### src/sfla_ram.sv
// Generic single-port RAM with registered read data.
// No dependencies.
`timescale 1ns / 1ps
module sfla_ram #(
  parameter int WIDTH = 8,
  parameter int DEPTH = 16
) (
  input  logic                     clk,
  input  logic                     we,
  input  logic [$clog2(DEPTH)-1:0] addr,
  input  logic [WIDTH-1:0]         wdata,
  output logic [WIDTH-1:0]         rdata
);

  logic [WIDTH-1:0] mem [DEPTH];

  always_ff @(posedge clk) begin
    if (we) begin
      mem[addr] <= wdata;
    end
    rdata <= mem[addr];
  end

endmodule

### config.mk
export PLATFORM = sky130hd
export DESIGN_NAME = sfla_ram
export DESIGN_NICKNAME = d
export VERILOG_FILES = /design/src/sfla_ram.sv
export SDC_FILE = /design/constraint.sdc
export NUM_CORES = 1
export LEC_CHECK = 0
export ABC_CLOCK_PERIOD_IN_PS = 2380
export BUFFER_PORTS_ARGS = -buffer_cell sky130_fd_sc_hd__buf_2
export CAP_MARGIN = 30
export CORE_MARGIN = 4
export CORE_UTILIZATION = 30
export CTS_CLUSTER_DIAMETER = 100
export CTS_CLUSTER_SIZE = 14
export DETAILED_ROUTE_END_ITERATION = 12
export GPL_TIMING_DRIVEN = 1
export PLACE_DENSITY = 0.5
export SLEW_MARGIN = 20
export SYNTH_ARGS = -nofsm -noshare
export SYNTH_HDL_FRONTEND = slang
export SYNTH_SLANG_ARGS = --single-unit
### constraint.sdc
create_clock -name clk -period 2.38 [get_ports clk]
set_input_delay 0 -clock clk [delete_from_list [all_inputs] [get_ports clk]]
set_output_delay 0 -clock clk [all_outputs]
set_load 0.01 [all_outputs]
; ---- Word level (Yosys, flattened, before mapping)
; Memory sizes are Yosys's and may differ from the RTL's. A register that Yosys moved wholly into a read port is not among the register bits.
; Cells that the tools add are included.
[word_totals]
rom_bits = 0
reg_bits = 0
memories = 1
mem_bits_rw = 128
wordCells = 3
out_inout_bits = 8
latch_bits = 0
[op_classes]
eq_ne = 0
n_addsub = 0
shifts = 0
multipliers = 0
bitwise_logic = 0
mux = 2
reduce_logical = 0
div = 0
order_cmp = 0
[mem_list]
columns = memory, depth, width, rd, rd_clocked_by_memory_dff, wr, line
row1 = mem, 16, 8, 1, 1, 1, 15  ; logic [WIDTH-1:0] mem [DEPTH];
[op_table]
columns = operator, count
row1 = 1-bit two-way mux, 2

; ---- Longest topological paths before layout
; Gate-level depths: netlist (run 1).
[logic_depth]
ltp_word = 2
mapped_depth = 5

; ---- Least setup slack after synthesis (run 1)
; No wires, ideal clock.
[synth_path]
path_type = input-to-reg
startpoint = input port addr[2]
endpoint = memory mem[0][0] (enable)
setup_time_ns = 0.383
required_time_ns = 1.997
arrival_ns = 1.110
stages = 2
slack_ns = 0.887
n_path_buf = 0
path_cell_list = or3b_2 nor3_1
[synth_lines]
columns = item, line
row1 = from (decl), 10  ; input logic [$clog2(DEPTH)-1:0] addr,
row2 = to (decl), 15
; Straight into the memory's write port.

==> reports/summary.txt, run 1 <==
run status = finished, final reports clean
CP startpoint kind = flip-flop
standard-cell rows = 47
CP Data Required Time = 2.67 ns
total number of vias = 2,380
drt first-iter violations = 138
final setup fails = 0
first-pass detailed-route iteration total = 4
post-synthesis adder-cell area fraction = 0%
multi-input logic area = 1003 sq um
Mapped Avg Cell Area = 22.03 sq um
fin nets = 301
first-pass GRT wire length = 15,780 um
Total Routing Usage GR = 12.04%
CTS max path bufs = 2
power density over the cells = 919.1 nW/um^2
Post-CTS Setup Inserts = 0
Antenna Nets Post-Route = 0
hold crit path type = input port to flip-flop
P_int = 4.660 mW
post-CTS resize count = 0
post-synth top area share = 75.85%
synth unique cells = 18
Max Fanout on Critical Path = 1
Die ar. = 19,030 sq um
Post-Syn Nets = 244
Final Hold Fails = 0
WL/cell = 19.74 um
CTS root buf = clkbuf_16
multiplexer area fraction after synthesis = 14.22%
final slew viol count = 0
Yosys reg bits = 136
total gr overflow = 0
leading post-synthesis cells by cell area = edfxtp_1 (76%), mux4_2 (14%), dfxtp_1 (3.2%)
Reg area = 4004 sq um
max-cap violation count = 0
number of global-route vias before repair = 2,517
Yosys Warn Count = 0
Port-buffer cells = 21
Post-route DRC = 0
share of layout cells above drive strength 1 = 35.33%
CTS tree = built
Clock Sinks = 136
Via density = 4.577
CP arrival = 1.67 ns
Fmax = 0.7210 GHz
CTS clock-pin slew for the worst setup and hold paths = 0.06 ns
P&R area growth vs syn = 23.88%
Seq pwr share = 46.7%
Post-Route WL = 10,260 um
Synth Area in Compound Gates = 2.370%
largest net degree at the start of global routing = 40
VDD IR max = 0.5465 mV
NetSw = 1.109 mW
sw frac = 19.23%
period utilization = 58.27%
H-Tree Depth = 4
power share of the clock group = 48.8%
gpl congestion = 0.6887
n_diodes = 0
Tightest Pin Transition = 0.7369 ns
Die Wd = 138.0 um
CTS Buf Count = 17
DP HPWL = 6573 um
Mapped Cells = 230
main combinational cell family by area after synthesis = multiplexers
core area = 16,580 sq um
simple-gate share of the synthesized area = 3.210%
Design Power = 5.769 mW
min cycle time layout = 1.387 ns
FILL cells = 1,502
Worst Path Class, Setup = flip-flop to flip-flop
largest area contributor in the netlist = edfxtp_1
LEAKAGE = 2.072 nW
Mapped Area = 5067 sq um
Skew-Pair Late Insertion Delay = 0.41 ns
combinational power share = 4.6%
XOR/XNOR Fraction of Synth Area = 0%
RSZ-0062 raised after global routing = no
initial antenna violation count = 0
DIE HEIGHT = 138.0 um
Initial Util = 30.56%
Slew Limit Headroom = 50.77%
Setup TNS Final = 0 ns
Worst setup EP type = flip-flop
register area share after synthesis = 79.01%
# IOs = 22
Clock Skews = 0.008448 ns
[cells in the final DEF, fill, tap and decap left out]
cell type / n
nor2b_1: 2
nor3_1: 4
clkinv_4: 1
clkbuf_16: 17
nand2_1: 9
nand2b_1: 2
clkinv_2: 1
buf_4: 20
nor2_1: 13
bufinv_16: 4
edfxtp_1: 128
inv_6: 1
clkbuf_8: 4
or3b_2: 1
buf_12: 1
nand3b_1: 2
and2_1: 1
buf_2: 21
mux4_2: 32
dlygate4sd3_1: 7
dfxtp_1: 8
clkbuf_1: 1
clkinvlp_4: 3
a22oi_1: 16
nand3_1: 1
[metal layers]
layer	up-vias	share of wire, %	GRT usage (%)	wire length [um]
met1	1229	44	16.43	4564
met3	9	6.5	3.520	663
li1	1081	-	-	-
met2	61	48	18.28	4879
met4	0	1.5	4.610	157
met5	-	0	0	0
[synthesized netlist by cell type, drive strengths merged]
library cell	count
nand3b	2
nand2b	2
nor2b	2
nand3	1
a22oi	16
or3b	1
dfxtp	8
nand2	9
clkbuf	3
nor3	4
buf	8
and2	1
edfxtp	128
nor2	13
mux4	32
[power groups by stage]
stage | sequential [mW] | clock (mW) | combinational, mW
finish | 2.69 | 2.81 | 0.265
floorplan | 2.75 | 0 | 0.138
CTS | 2.69 | 2.87 | 0.275
global route | 2.70 | 2.99 | 0.293
detailed placement | 2.74 | 0 | 0.264
global placement | 2.74 | 0 | 0.261
[final timing paths]
| check | start | end | slack [ns] | cells after the start |
|---|---|---|---|---|
| max | mem[3][2] | rdata[2] | 0.99 | 3 |
| max reg2reg | mem[3][2] | rdata[2] | 0.99 | 3 |
| min reg2reg | mem[15][4] | rdata[4] | 0.67 | 3 |
| min | wdata[2] | mem[15][2] | 0.01 | 1 |
[cell type report]
type | count | area share (%)
sequential | 136 | 63.78
multi-input combinational | 83 | 15.99
clock buffer | 22 | 7.714
timing repair buffer | 49 | 5.501
tap | 220 | 4.385
clock inverter | 10 | 2.631
[registers in the layout (all words and copies together), names as in the netlist]
register / count
rdata: 8
mem: 128
[metrics by stage]
step / area [sq um] / hold WS (ns) / utilization, % / cells / setup slack, ns
3_3_place_gp: 5558 / 0.3970 / 33.51 / 481 / 0.7942
4_1_cts: 6277 / 0.003805 / 37.85 / 520 / 0.9830
2_1_floorplan: 5067 / 0.09887 / - / 230 / 0.8870
6_report: 6277 / 0.01480 / 37.85 / 520 / 0.9931
5_1_grt: 6277 / 0.01374 / 37.85 / 520 / 0.9515
3_5_place_dp: 5558 / 0.3970 / 33.51 / 481 / 0.7777
[cells by family after synthesis]
logic type,after synthesis
flip-flops,136
multiplexers,32
AO/OA/AOI/OAI,16
AND/OR/NAND/NOR,35
buffers and inverters,11
[timing repair]
action                                 CTS  global route
hold buffers                             7             0
endpoints found under the hold margin  101             0
setup endpoints to repair                0             0
[critical path, cell delays in order (launching register included)]
cell and delay, ns:
edfxtp_1 0.37, mux4_2 0.47, a22oi_1 0.33, nand2_1 0.10
Note: power is estimated with default switching activity, not from simulation.
==> run 2: changes to the inputs <==
ABC_AREA = 1   (was not set)
ABC_CLOCK_PERIOD_IN_PS = 1400   (was 2380)
clock period = 1.4 ns   (was 2.38 ns; I/O delays follow)
==> reports/summary.txt, run 2 <==
Synth async-reset ratio = 0% (unchanged)
drt first-iter violations = 270 (was 138)
Worst setup EP type = flip-flop (unchanged)
most frequent cells after synthesis = nand2_1 (346), edfxtp_1 (128), inv_1 (21) (was edfxtp_1 (128), mux4_2 (32), a22oi_1 (16))
run status = finished, final reports clean (unchanged)
Slew Limit Headroom = 69.39% (was 50.77%)
CTS Hold Buffers Added = 0 (was 7)
CTS root buf = clkbuf_16 (unchanged)
R2R Setup Slk = 0.38 ns (was 0.99 ns)
largest area contributor in the netlist = edfxtp_1 (unchanged)
Hold Worst Slack = 0.01129 ns (was 0.01480 ns)
Post-route DRC = 0 (unchanged)
sw frac = 21.39% (was 19.23%)
Worst Path Class, Setup = flip-flop to flip-flop (unchanged)
count leader, synth = nand2_1 (was edfxtp_1)
Via density = 4.406 (was 4.577)
hold crit path type = input port to flip-flop (unchanged)
RSZ-0062 raised after global routing = no (unchanged)
power density over the cells = 1395 nW/um^2 (was 919.1 nW/um^2)
core area = 18,150 sq um (was 16,580 sq um)
CTS clock-pin slew for the worst setup and hold paths = 0.06 ns (about the same)
initial antenna violation count = 1 (was 0)
Antenna Nets Post-Route = 0 (unchanged)
max-cap violation count = 0 (unchanged)
Post-CTS Setup Inserts = 0 (unchanged)
Mapped Avg Cell Area = 10.21 sq um (was 22.03 sq um)
final slew viol count = 0 (unchanged)
DIE HEIGHT = 144.5 um (was 138.0 um)
synth unique cells = 11 (was 18)
CTS tree = built (unchanged)
number of global-route vias before repair = 3,690 (was 2,517)
WL/cell = 15.82 um (was 19.74 um)
VDD IR max = 0.8029 mV (was 0.5465 mV)
n_diodes = 0 (unchanged)
Critical Path End = rdata[3] (was rdata[2])
P&R area growth vs syn = 18.86% (was 23.88%)
Reg-to-Reg Start = mem[4][3] (was mem[3][2])
CP startpoint = mem[4][3] (was mem[3][2])
Mapped Area = 5593 sq um (was 5067 sq um)
final setup fails = 0 (unchanged)
Initial Util = 30.82% (was 30.56%)
CP startpoint kind = flip-flop (unchanged)
NetSw = 1.983 mW (was 1.109 mW)
largest net degree at the start of global routing = 46 (was 40)
Yosys Warn Count = 0 (unchanged)
Max Fanout on Critical Path = 1 (unchanged)
DP HPWL = 8613 um (was 6573 um)
first-pass detailed-route iteration total = 6 (was 4)
EDFF count, synth = 128 (unchanged)
gpl congestion = 0.8164 (was 0.6887)
CTS max path bufs = 2 (unchanged)
Clock Skews = 0.005162 ns (was 0.008448 ns)
Skew-Pair Late Insertion Delay = 0.42 ns (was 0.41 ns)
H-Tree Depth = 4 (unchanged)
CP arrival = 1.32 ns (was 1.67 ns)
Die Wd = 144.5 um (was 138.0 um)
most frequent cells in the layout = nand2_1 (346), edfxtp_1 (128), buf_4 (26) (was edfxtp_1 (128), mux4_2 (32), buf_2 (21))
dominant synthesized flop cell = edfxtp_1 (unchanged)
Clock Sinks = 136 (unchanged)
Setup TNS Final = 0 ns (unchanged)
register area share after synthesis = 71.59% (was 79.01%)
power share of the clock group = 44.4% (was 48.8%)
min cycle time layout = 1.018 ns (was 1.387 ns)
Largest regs = mem x128, rdata x8 (unchanged)
Port-buffer cells = 21 (unchanged)
combinational power share = 6.2% (was 4.6%)
Post-Route WL = 13,240 um (was 10,260 um)
R2R cell count = 8 (was 3)
Post-Syn Nets = 562 (was 244)
standard-cell rows = 49 (was 47)
reg2reg end = rdata[3] (was rdata[2])
post-synth top area share = 68.72% (was 75.85%)
leading post-synthesis cells by cell area = edfxtp_1 (69%), nand2_1 (23%), dfxtp_1 (2.9%) (was edfxtp_1 (76%), mux4_2 (14%), dfxtp_1 (3.2%))
first-pass GRT wire length = 20,740 um (was 15,780 um)
FILL cells = 1,813 (was 1,502)
Die ar. = 20,890 sq um (was 19,030 sq um)
total number of vias = 3,688 (was 2,380)
CP Data Required Time = 1.70 ns (was 2.67 ns)
Total Routing Usage GR = 13.67% (was 12.04%)
CTS Buf Count = 17 (unchanged)
share of layout cells above drive strength 1 = 12.34% (was 35.33%)
Tightest Pin Transition = 0.4592 ns (was 0.7369 ns)
period utilization = 72.75% (was 58.27%)
total gr overflow = 0 (unchanged)
commonest non-fill, non-tap cell in the layout = nand2_1 (was edfxtp_1)
# IOs = 22 (unchanged)
fin nets = 609 (was 301)
Fmax = 0.9819 GHz (was 0.7210 GHz)
Seq pwr share = 49.4% (was 46.7%)
Final Hold Fails = 0 (unchanged)
Largest Register = mem (unchanged)
Yosys reg bits = 136 (unchanged)
post-CTS resize count = 0 (unchanged)
P_int = 7.291 mW (was 4.660 mW)
LEAKAGE = 2.849 nW (was 2.072 nW)
number of flip-flops in the largest register = 128 (unchanged)
Mapped Cells = 548 (was 230)
[run 2: power by group through the flow]
stage                     sequential, mW  clock, mW  combinational (mW)
final                               4.58       4.11               0.577
after global routing                4.59       4.39               0.663
after CTS                           4.58       4.19               0.593
after floorplan                     4.67          0               0.314
after global placement              4.67          0               0.590
after detailed placement            4.67          0               0.591
[run 2: worst min path at each step]
stage / from / end / cells after the start
CTS: wdata[6] / mem[2][6] / 1
floorplan: wdata[0] / mem[0][0] / 0
detailed placement: rdata[7] / rdata[7] / 1
finish: wdata[7] / mem[0][7] / 1
global route: wdata[6] / mem[3][6] / 1
global placement: rdata[6] / rdata[6] / 1
[run 2: critical path, cell delays in order, from the launching register on]
cell and delay [ns]:
edfxtp_1 0.39, nand2_1 0.09, nand2_1 0.05, nand2_1 0.06
nand2_1 0.05, nand2_1 0.06, nand2_1 0.05, inv_1 0.09
nand2_1 0.07
[run 2: area by class of cell]
cell class | instances | area (sq um) | share of cell area [%]
Sequential cell | 136 | 4004 | 60.23
Multi-Input combinational cell | 368 | 1386 | 20.85
Clock buffer | 19 | 432.9 | 6.512
Timing Repair Buffer | 49 | 340.3 | 5.120
Tap cell | 229 | 286.5 | 4.310
Clock inverter | 13 | 111.4 | 1.675
Inverter | 23 | 86.33 | 1.299
[run 2: per-layer routing]
| layer | track usage [%] | wire [um] | part of all wire (%) |
|---|---|---|---|
| met5 | 0 | 13 | 0.098 |
| met4 | 6.480 | 373 | 2.8 |
| met3 | 3.175 | 528 | 4.0 |
| met2 | 21.34 | 6108 | 46 |
| met1 | 18.04 | 6215 | 47 |
[run 2: cell families after synthesis]
logic type,synth area share [%]
buf+inv,3.624
flops,71.59
simple gates,24.79
[run 2: stage by stage]
step | setup WS, ns | total power [mW] | instance area [sq um] | cells | util (%)
after floorplan | 0.02282 | 4.987 | 5593 | 548 | -
after global placement | 0.2418 | 5.257 | 6103 | 805 | 33.63
after detailed placement | 0.2337 | 5.258 | 6103 | 805 | 33.63
after CTS | 0.3616 | 9.371 | 6648 | 837 | 36.63
after global routing | 0.2719 | 9.641 | 6648 | 837 | 36.63
final | 0.3816 | 9.274 | 6648 | 837 | 36.63
